==> src/rtl/core/vcms_pkg.sv <==
// Shared constants, payload types and state encodings of the voxel statistics block.
package vcms_pkg;

    localparam int VOXEL_BITS      = 8;
    localparam int COUNT_LOG2      = 24;
    localparam int RATIO_FRAC_BITS = 16;

    localparam int CNT_W      = COUNT_LOG2 + 1;
    localparam int DIV_W      = COUNT_LOG2 + 3;
    localparam int Q_W        = RATIO_FRAC_BITS + 1;
    localparam int CFG_IDX_W  = 3;
    localparam int CFG_DATA_W = 8;

    localparam logic [CNT_W-1:0] COUNT_MAX = {1'b1, {COUNT_LOG2{1'b0}}};

    localparam logic [CFG_IDX_W-1:0] REG_REF_LOW       = CFG_IDX_W'(0);
    localparam logic [CFG_IDX_W-1:0] REG_REF_HIGH      = CFG_IDX_W'(1);
    localparam logic [CFG_IDX_W-1:0] REG_CMP_LOW       = CFG_IDX_W'(2);
    localparam logic [CFG_IDX_W-1:0] REG_CMP_HIGH      = CFG_IDX_W'(3);
    localparam logic [CFG_IDX_W-1:0] REG_REPORT_RATIOS = CFG_IDX_W'(4);

    typedef struct packed {
        logic [VOXEL_BITS-1:0] ref_low;
        logic [VOXEL_BITS-1:0] ref_high;
        logic [VOXEL_BITS-1:0] cmp_low;
        logic [VOXEL_BITS-1:0] cmp_high;
        logic                  report_ratios;
    } vcms_cfg_t;

    localparam vcms_cfg_t CFG_RESET = '{
        ref_low:       VOXEL_BITS'(0),
        ref_high:      VOXEL_BITS'(128),
        cmp_low:       VOXEL_BITS'(0),
        cmp_high:      VOXEL_BITS'(128),
        report_ratios: 1'b0
    };

    typedef struct packed {
        logic [VOXEL_BITS-1:0] ref_voxel;
        logic [VOXEL_BITS-1:0] cmp_voxel;
        logic                  end_of_volume;
    } vcms_in_t;

    typedef struct packed {
        logic [CNT_W-1:0] true_pos;
        logic [CNT_W-1:0] true_neg;
        logic [CNT_W-1:0] false_pos;
        logic [CNT_W-1:0] false_neg;
        logic [CNT_W-1:0] total_in_ref;
        logic [CNT_W-1:0] total_in_cmp;
        logic [CNT_W-1:0] total_out_ref;
        logic [CNT_W-1:0] total_out_cmp;
        logic [Q_W-1:0]   precision_q16;
        logic [Q_W-1:0]   recall_q16;
        logic [Q_W-1:0]   fmean_q16;
        logic             ratios_valid;
    } vcms_out_t;

    typedef struct packed {
        logic [CNT_W-1:0] tp;
        logic [CNT_W-1:0] tn;
        logic [CNT_W-1:0] fp;
        logic [CNT_W-1:0] fn;
    } vcms_counts_t;

    typedef struct packed {
        logic           done;
        logic [Q_W-1:0] quot;
    } vcms_div_stat_t;

    typedef enum logic [2:0] {
        ST_COUNT,
        ST_LAST,
        ST_PREC,
        ST_REC,
        ST_FMEAN,
        ST_EMIT
    } vcms_state_t;

    typedef enum logic [2:0] {
        D_IDLE,
        D_INIT,
        D_SHIFT,
        D_ROUND,
        D_DONE
    } vcms_dstate_t;

endpackage

==> src/rtl/core/vcms_counter.sv <==
// Window classification of one voxel pair and the four saturating confusion counters.
module vcms_counter (
    input  logic                   aclk,
    input  logic                   aresetn,
    input  vcms_pkg::vcms_cfg_t    cfg,
    input  vcms_pkg::vcms_in_t     item,
    input  logic                   inc,
    input  logic                   clear,
    output vcms_pkg::vcms_counts_t counts
);
    import vcms_pkg::*;

    vcms_counts_t counts_reg;
    vcms_counts_t counts_next;
    logic         in_a;
    logic         in_b;

    function automatic logic [CNT_W-1:0] sat_inc(input logic [CNT_W-1:0] c);
        return (c == COUNT_MAX) ? c : c + CNT_W'(1);
    endfunction

    assign in_a = (item.ref_voxel >= cfg.ref_low) && (item.ref_voxel <= cfg.ref_high);
    assign in_b = (item.cmp_voxel >= cfg.cmp_low) && (item.cmp_voxel <= cfg.cmp_high);

    always_comb begin
        counts_next = counts_reg;
        if (clear) begin
            counts_next = '0;
        end else if (inc) begin
            if (in_a && in_b) begin
                counts_next.tp = sat_inc(counts_reg.tp);
            end else if (in_a) begin
                counts_next.fn = sat_inc(counts_reg.fn);
            end else if (in_b) begin
                counts_next.fp = sat_inc(counts_reg.fp);
            end else begin
                counts_next.tn = sat_inc(counts_reg.tn);
            end
        end
    end

    always_ff @(posedge aclk) begin
        if (!aresetn) begin
            counts_reg <= '0;
        end else begin
            counts_reg <= counts_next;
        end
    end

    assign counts = counts_reg;

endmodule

==> src/rtl/core/vcms_div.sv <==
// Restoring fractional divider giving round(num * 2^F / den), one quotient bit per cycle.
module vcms_div (
    input  logic                          aclk,
    input  logic                          aresetn,
    input  logic                          start,
    input  logic [vcms_pkg::DIV_W-1:0]    num,
    input  logic [vcms_pkg::DIV_W-1:0]    den,
    output vcms_pkg::vcms_div_stat_t      stat
);
    import vcms_pkg::*;

    localparam int STEP_W = $clog2(RATIO_FRAC_BITS);

    vcms_dstate_t       state_reg;
    vcms_dstate_t       state_next;
    logic [STEP_W-1:0]  step_reg;
    logic [STEP_W-1:0]  step_next;
    logic [DIV_W-1:0]   num_reg;
    logic [DIV_W-1:0]   den_reg;
    logic [DIV_W-1:0]   rem_reg;
    logic [DIV_W-1:0]   rem_next;
    logic [Q_W-1:0]     quot_reg;
    logic [Q_W-1:0]     quot_next;
    logic [DIV_W:0]     rem_shift;
    logic [DIV_W:0]     den_ext;
    logic               shift_ge;
    logic               init_ge;
    logic               last_step;

    assign rem_shift = {rem_reg, 1'b0};
    assign den_ext   = {1'b0, den_reg};
    assign shift_ge  = rem_shift >= den_ext;
    assign init_ge   = num_reg >= den_reg;
    assign last_step = step_reg == STEP_W'(RATIO_FRAC_BITS - 1);

    // Next state.
    always_comb begin
        state_next = state_reg;
        unique case (state_reg)
            D_IDLE: begin
                if (start) state_next = D_INIT;
            end
            D_INIT:  state_next = D_SHIFT;
            D_SHIFT: begin
                if (last_step) state_next = D_ROUND;
            end
            D_ROUND: state_next = D_DONE;
            D_DONE: begin
                state_next = start ? D_INIT : D_IDLE;
            end
            default: state_next = D_IDLE;
        endcase
    end

    // Outputs.
    always_comb begin
        stat.done = (state_reg == D_DONE);
        stat.quot = quot_reg;
    end

    // Datapath.
    always_comb begin
        rem_next  = rem_reg;
        quot_next = quot_reg;
        step_next = step_reg;
        case (state_reg)
            D_INIT: begin
                rem_next  = init_ge ? num_reg - den_reg : num_reg;
                quot_next = {{(Q_W-1){1'b0}}, init_ge};
                step_next = '0;
            end
            D_SHIFT: begin
                rem_next  = shift_ge ? DIV_W'(rem_shift - den_ext) : DIV_W'(rem_shift);
                quot_next = {quot_reg[Q_W-2:0], shift_ge};
                step_next = step_reg + STEP_W'(1);
            end
            D_ROUND: begin
                if (shift_ge) quot_next = quot_reg + Q_W'(1);
            end
            default: ;
        endcase
    end

    always_ff @(posedge aclk) begin
        if (!aresetn) begin
            state_reg <= D_IDLE;
        end else begin
            state_reg <= state_next;
        end
    end

    always_ff @(posedge aclk) begin
        if (start && (state_reg == D_IDLE || state_reg == D_DONE)) begin
            num_reg <= num;
            den_reg <= den;
        end
        rem_reg  <= rem_next;
        quot_reg <= quot_next;
        step_reg <= step_next;
    end

endmodule

==> src/rtl/core/voxel_confusion_matrix_stats.sv <==
// Top level of the voxel confusion-matrix statistics block: sequencer, registers, result stage.

// Each input item is one pair of co-located voxels, one from a reference volume A and one from
// a compared volume B; a voxel lies inside its shape when its value is within that volume's
// inclusive low..high window (a window with low above high is empty). Every pair adds one to
// the true-positive, true-negative, false-positive or false-negative counter, each of which
// saturates at 2^24. Ordinary pairs stream at one per clock while s_ready is high.
// The pair marked end_of_volume is counted too and then closes the volume: the block drops
// s_ready and emits one result with the four counts, the four totals (each saturating at 2^24)
// and, when report_ratios is set and at least one true positive was seen, precision, recall
// and F-mean = 2TP/(2TP+FP+FN) as unsigned Q1.16 values rounded to nearest with halves up.
// Otherwise the ratios read zero and ratios_valid is clear. The three ratios share a single
// restoring divider that produces one quotient bit per cycle, so the closing item holds the
// input while the ratios are computed, and also while the result register waits for m_ready.
// The counters then clear for the next volume. The result sits in an output register, so
// counting of the next volume goes on while a finished result waits to be taken. Registers
// are written through the cfg port (index 0 to 4: ref_low, ref_high, cmp_low, cmp_high,
// report_ratios); the user must write them only while the block is idle, which the block
// itself does not enforce. Writes to other indices are ignored.
module voxel_confusion_matrix_stats (
    input  logic                              aclk,
    input  logic                              aresetn,
    input  logic                              s_valid,
    output logic                              s_ready,
    input  vcms_pkg::vcms_in_t                s_data,
    output logic                              m_valid,
    input  logic                              m_ready,
    output vcms_pkg::vcms_out_t               m_data,
    input  logic                              cfg_valid,
    output logic                              cfg_ready,
    input  logic [vcms_pkg::CFG_IDX_W-1:0]    cfg_index,
    input  logic [vcms_pkg::CFG_DATA_W-1:0]   cfg_wdata
);
    import vcms_pkg::*;

    vcms_state_t     state_reg;
    vcms_state_t     state_next;
    vcms_cfg_t       cfg_reg;
    vcms_cfg_t       cfg_next;
    vcms_counts_t    counts;
    vcms_div_stat_t  div_stat;
    vcms_out_t       m_data_reg;
    vcms_out_t       m_data_next;
    logic            m_valid_reg;
    logic [Q_W-1:0]  prec_reg;
    logic [Q_W-1:0]  rec_reg;
    logic [Q_W-1:0]  fmean_reg;
    logic            ratios_valid_reg;

    logic            accept;
    logic            ratios_on;
    logic            div_start;
    logic [DIV_W-1:0] div_num;
    logic [DIV_W-1:0] div_den;
    logic            cnt_clear;
    logic            out_load;
    logic            cap_prec;
    logic            cap_rec;
    logic            cap_fmean;
    logic            ratio_init;
    logic            out_free;

    logic [DIV_W-1:0] tp_w;
    logic [DIV_W-1:0] fp_w;
    logic [DIV_W-1:0] fn_w;

    function automatic logic [CNT_W-1:0] sat_add(input logic [CNT_W-1:0] a,
                                                 input logic [CNT_W-1:0] b);
        logic [CNT_W:0] s;
        s = {1'b0, a} + {1'b0, b};
        return (s > {1'b0, COUNT_MAX}) ? COUNT_MAX : s[CNT_W-1:0];
    endfunction

    assign accept    = s_valid && s_ready;
    assign ratios_on = cfg_reg.report_ratios && (counts.tp != '0);
    assign out_free  = !m_valid_reg || m_ready;
    assign cfg_ready = 1'b1;

    assign tp_w = {{(DIV_W-CNT_W){1'b0}}, counts.tp};
    assign fp_w = {{(DIV_W-CNT_W){1'b0}}, counts.fp};
    assign fn_w = {{(DIV_W-CNT_W){1'b0}}, counts.fn};

    // Configuration registers.
    always_comb begin
        cfg_next = cfg_reg;
        if (cfg_valid && cfg_ready) begin
            unique case (cfg_index)
                REG_REF_LOW:       cfg_next.ref_low       = cfg_wdata[VOXEL_BITS-1:0];
                REG_REF_HIGH:      cfg_next.ref_high      = cfg_wdata[VOXEL_BITS-1:0];
                REG_CMP_LOW:       cfg_next.cmp_low       = cfg_wdata[VOXEL_BITS-1:0];
                REG_CMP_HIGH:      cfg_next.cmp_high      = cfg_wdata[VOXEL_BITS-1:0];
                REG_REPORT_RATIOS: cfg_next.report_ratios = cfg_wdata[0];
                default: ;
            endcase
        end
    end

    always_ff @(posedge aclk) begin
        if (!aresetn) begin
            cfg_reg <= CFG_RESET;
        end else begin
            cfg_reg <= cfg_next;
        end
    end

    vcms_counter u_counter (
        .aclk    (aclk),
        .aresetn (aresetn),
        .cfg     (cfg_reg),
        .item    (s_data),
        .inc     (accept),
        .clear   (cnt_clear),
        .counts  (counts)
    );

    vcms_div u_div (
        .aclk    (aclk),
        .aresetn (aresetn),
        .start   (div_start),
        .num     (div_num),
        .den     (div_den),
        .stat    (div_stat)
    );

    // Sequencer next state.
    always_comb begin
        state_next = state_reg;
        unique case (state_reg)
            ST_COUNT: begin
                if (accept && s_data.end_of_volume) state_next = ST_LAST;
            end
            ST_LAST: begin
                state_next = ratios_on ? ST_PREC : ST_EMIT;
            end
            ST_PREC: begin
                if (div_stat.done) state_next = ST_REC;
            end
            ST_REC: begin
                if (div_stat.done) state_next = ST_FMEAN;
            end
            ST_FMEAN: begin
                if (div_stat.done) state_next = ST_EMIT;
            end
            ST_EMIT: begin
                if (out_free) state_next = ST_COUNT;
            end
            default: state_next = ST_COUNT;
        endcase
    end

    // Sequencer outputs. Each division is launched as the previous one finishes, with the
    // operands selected by the ratio that comes next.
    always_comb begin
        s_ready    = 1'b0;
        div_start  = 1'b0;
        div_num    = tp_w;
        div_den    = tp_w + fp_w;
        cnt_clear  = 1'b0;
        out_load   = 1'b0;
        cap_prec   = 1'b0;
        cap_rec    = 1'b0;
        cap_fmean  = 1'b0;
        ratio_init = 1'b0;
        unique case (state_reg)
            ST_COUNT: s_ready = 1'b1;
            ST_LAST: begin
                ratio_init = 1'b1;
                div_start  = ratios_on;
            end
            ST_PREC: begin
                cap_prec  = div_stat.done;
                div_start = div_stat.done;
                div_den   = tp_w + fn_w;
            end
            ST_REC: begin
                cap_rec   = div_stat.done;
                div_start = div_stat.done;
                div_num   = tp_w << 1;
                div_den   = (tp_w << 1) + fp_w + fn_w;
            end
            ST_FMEAN: cap_fmean = div_stat.done;
            ST_EMIT: begin
                out_load  = out_free;
                cnt_clear = out_free;
            end
            default: ;
        endcase
    end

    always_ff @(posedge aclk) begin
        if (!aresetn) begin
            state_reg <= ST_COUNT;
        end else begin
            state_reg <= state_next;
        end
    end

    // Ratio holding registers; cleared at the start of each closing pass.
    always_ff @(posedge aclk) begin
        if (ratio_init) begin
            prec_reg         <= '0;
            rec_reg          <= '0;
            fmean_reg        <= '0;
            ratios_valid_reg <= ratios_on;
        end else begin
            if (cap_prec)  prec_reg  <= div_stat.quot;
            if (cap_rec)   rec_reg   <= div_stat.quot;
            if (cap_fmean) fmean_reg <= div_stat.quot;
        end
    end

    // Result assembly.
    always_comb begin
        m_data_next.true_pos      = counts.tp;
        m_data_next.true_neg      = counts.tn;
        m_data_next.false_pos     = counts.fp;
        m_data_next.false_neg     = counts.fn;
        m_data_next.total_in_ref  = sat_add(counts.tp, counts.fn);
        m_data_next.total_in_cmp  = sat_add(counts.tp, counts.fp);
        m_data_next.total_out_ref = sat_add(counts.tn, counts.fp);
        m_data_next.total_out_cmp = sat_add(counts.tn, counts.fn);
        m_data_next.precision_q16 = prec_reg;
        m_data_next.recall_q16    = rec_reg;
        m_data_next.fmean_q16     = fmean_reg;
        m_data_next.ratios_valid  = ratios_valid_reg;
    end

    // Output register: holds a finished result until it is taken.
    always_ff @(posedge aclk) begin
        if (!aresetn) begin
            m_valid_reg <= 1'b0;
        end else if (out_load) begin
            m_valid_reg <= 1'b1;
        end else if (m_ready) begin
            m_valid_reg <= 1'b0;
        end
    end

    always_ff @(posedge aclk) begin
        if (out_load) m_data_reg <= m_data_next;
    end

    assign m_valid = m_valid_reg;
    assign m_data  = m_data_reg;

endmodule

==> config.mk <==
export PLATFORM = sky130hd
export DESIGN_NAME = voxel_confusion_matrix_stats
export DESIGN_NICKNAME = d
export VERILOG_FILES = /design/src/rtl/core/vcms_pkg.sv /design/src/rtl/core/vcms_counter.sv /design/src/rtl/core/vcms_div.sv /design/src/rtl/core/voxel_confusion_matrix_stats.sv
export SDC_FILE = /design/constraint.sdc
export NUM_CORES = 1
export LEC_CHECK = 0
export ABC_CLOCK_PERIOD_IN_PS = 20500
export BUFFER_PORTS_ARGS = -buffer_cell sky130_fd_sc_hd__buf_2
export CAP_MARGIN = 40
export CORE_ASPECT_RATIO = 0.8
export CORE_UTILIZATION = 30
export DETAILED_ROUTE_END_ITERATION = 6
export HOLD_SLACK_MARGIN = 0.05
export PLACE_DENSITY = 0.45
export RECOVER_POWER = 25
export SYNTH_ARGS = -nofsm -noshare
export SYNTH_HDL_FRONTEND = slang
export SYNTH_HIERARCHICAL = 1
export SYNTH_SLANG_ARGS = --single-unit
==> constraint.sdc <==
create_clock -name aclk -period 20.5 [get_ports aclk]
set_input_delay 4.1 -clock aclk [delete_from_list [all_inputs] [get_ports aclk]]
set_output_delay 4.1 -clock aclk [all_outputs]
set_load 0.01 [all_outputs]
==> summary.txt <==
Floorplanning
  – Die ar.: 0.109 sq mm
  – Die Wd: 369 microns
  – Core area: 0.107 sq mm
  – Num rows: 107
  – # IOs: 288
  – Die Span Y: 295 microns
  – Initial Utilization: 0.303

Worst setup path
  – Max incr delay on CP: 1.68 ns
  – Critical path arrival: 3.25 ns
  – Worst Path Max Fanout: 49
  – Crit start category: register
  – CP required: 16.40 ns
  – Slowest CP cell: clkbuf_1
  – Worst setup EP type: output pin
  – WS Path Type: register to output pin
  – CP cell instances: clkbuf_1 -> nor3_1 -> buf_2

Detailed routing
  – Drt pass-1 iters: 5
  – Iteration-0 DRC Markers: 2,172
  – Routed WL: 110,000 microns
  – Vias: 26,300
  – Vias per Instance: 5.15
  – # DRC: 0
  – WL/cell: 21.6 microns
  – ANT nets after route: 0

Clock tree
  – Worst-path clk slew: 0.06 ns
  – Clk sinks: 546
  – CTS tree: built
  – Postcts setup bufs: 0
  – Clk buf depth: 3
  – Cts hold-fix bufs: 0
  – Cts repair resizes: 0
  – Clk_lat worst skew: 0.63 ns
  – Root Driver: clkbuf_16
  – CTS Buf Count: 66
  – CTS HTree Levels: 3

Timing
  – Worst-margin pin slew: 2.62 ns
  – Fin crit period: 7.35 ns
  – Rel. slew slack: -0.749
  – RSZ-0062 raised after global routing: false
  – WHS: 0.428 ns
  – Final period util: 0.359
  – Skew final: 0.0448 ns
  – Fmax: 0.136 GHz
  – Setup violators final: 0
  – Final TNS setup: 0 ns
  – Final Max Tran Viols: 186
  – Final Hold Fails: 0

Power and ir drop
  – Pleak: 14.7 nW
  – PwrDens: 72.5 mW/mm^2
  – Power Total: 0.00271 W
  – Worst ir drop on vdd: 58.7 uV

Final layout
  – Commonest non-fill, non-tap cell in the layout: nand2_1
  – Final net count: 3,914
  – Core Util, Final: 0.351
  – Largest register FFs: 252
  – Fin cells: 5,098
  – Most frequent cells in the layout: nand2_1 (408), edfxtp_1 (355), a21oi_1 (290)
  – Syn-to-layout area delta: 16.1%
  – Fraction of layout cells with a size suffix above 1: 0.130

Yosys
  – Synthesized flop and latch total: 546
  – Mapped Avg Cell Area: 9.71 sq um
  – Synthesized area: 0.0322 sq mm
  – Post-Syn Nets: 3,606
  – Distinct cell type count after synthesis: 105
  – Sequential share of the synthesized area: 0.449
  – Synth Flop Type: edfxtp_1
  – Post-synth EDFFs: 355
  – Mapped Cells: 3,320
  – FFs w/ async S/R, synth: 0
  – Synth warn: 6

Placed design
  – Post-DP HPWL: 82,400 microns
  – Inst Count DP: 4,977
  – Placer Congestion: 0.900
  – PortBufs: 286

Status
  – Status: finished with violations
  – Failing checks: max-capacitance violations, max-slew violations

Global routing
  – Largest net degree at the start of global routing: 114
  – Gr ovfl total: 0
  – Initial antenna violation count: 2
  – Vias in the first global route: 24,800
  – First-pass GRT wire length: 163,000 microns
  – Total GRT Usage: 0.198

Run
  – MaxCap Viol Count: 4

Worst hold path
  – Hold Path Class: register to register
==> report_power, final <==
part           total, W  switching [W]  leakage, nW  internal [W]
combinational  0.000304       0.000222         8.80     0.0000819
clock           0.00112       0.000485        0.984      0.000635
sequential      0.00129      0.0000313         4.95       0.00126
total           0.00271       0.000738         14.7       0.00198
==> routing by layer <==
metal | share of wire | GRT usage | routed length, microns
met1 | 0.48 | 0.290 | 53300
met2 | 0.44 | 0.304 | 48500
met3 | 0.050 | 0.0265 | 5550
met4 | 0.026 | 0.0556 | 2860
met5 | 0 | 0 | 0
==> final timing paths <==
check | end | slack (ns) | cells past startpoint | from
worst max register to register | ratios_valid_reg$_DFFE_PN_ | 14.66 | 4 | state_reg[0]$_SDFFE_PN0P_
worst min-delay path | m_data[27]$_DFFE_PP_ | 0.43 | 0 | rec_reg[9]$_SDFFE_PN0P_
worst max-delay path | s_ready | 13.15 | 3 | state_reg[0]$_SDFFE_PN0P_
worst min register to register | m_data[27]$_DFFE_PP_ | 0.43 | 0 | rec_reg[9]$_SDFFE_PN0P_
==> Yosys cell counts (all sizes together) (22+ instances only) <==
library cell,n,share of area
nor3,62,0.0098
buf,23,0.0053
nand4,54,0.011
and3,28,0.0056
or4,22,0.0052
inv,148,0.017
nand2b,38,0.0078
dfxtp,191,0.12
or3,40,0.0078
o31ai,24,0.0063
xor2,62,0.017
fa,31,0.019
o21ai,161,0.025
nor2,267,0.031
and2,25,0.0048
mux2i,45,0.014
a21o,59,0.014
ha,222,0.086
nor4,49,0.0099
xnor2,122,0.033
nand2,408,0.047
a21oi,292,0.046
o211ai,36,0.0085
edfxtp,355,0.33
a211oi,48,0.012
nand3,82,0.013
clkbuf,98,0.011
a21boi,41,0.0095
o21a,25,0.0058
nor2b,32,0.0063
==> metrics by stage <==
step	area [sq um]	worst slack, ns
floorplan	32200	3.93
global placement	35500	13.49
detailed placement	35600	13.48
CTS	37700	14.16
global route	37400	12.90
finish	37400	13.15
==> worst max-delay path: cells and delay by family, from the launching register on <==
family | cells | cell delay, ns
simple gates | 1 | 0.36
buf+inv | 2 | 1.97
flops | 1 | 0.31
==> logic make-up (layout without fill, tap and decap cells) <==
kind of cell,count (synthesis),in the layout,share of synthesized area
flip-flops,546,546,0.449
other,2,3,0.000233
adder cells (fa/ha/maj),253,253,0.105
AND/OR/NAND/NOR,1184,1184,0.178
multiplexers,49,49,0.0154
XOR/XNOR,184,184,0.0500
buffers and inverters,269,629,0.0340
AO/OA/AOI/OAI,833,833,0.168
==> area by class of cell <==
| class | instances | area (sq um) |
|---|---|---|
| fill | 11000 | 69100 |
| clock inverter | 28 | 215 |
| clock buffer | 92 | 1810 |
| timing repair buffer | 361 | 1890 |
| sequential | 546 | 14500 |
| multi-input combinational | 2505 | 16700 |
| antenna | 1 | 2.50 |
| tap | 1417 | 1770 |
| inverter | 148 | 556 |
Power figures use the tool's default switching activity.
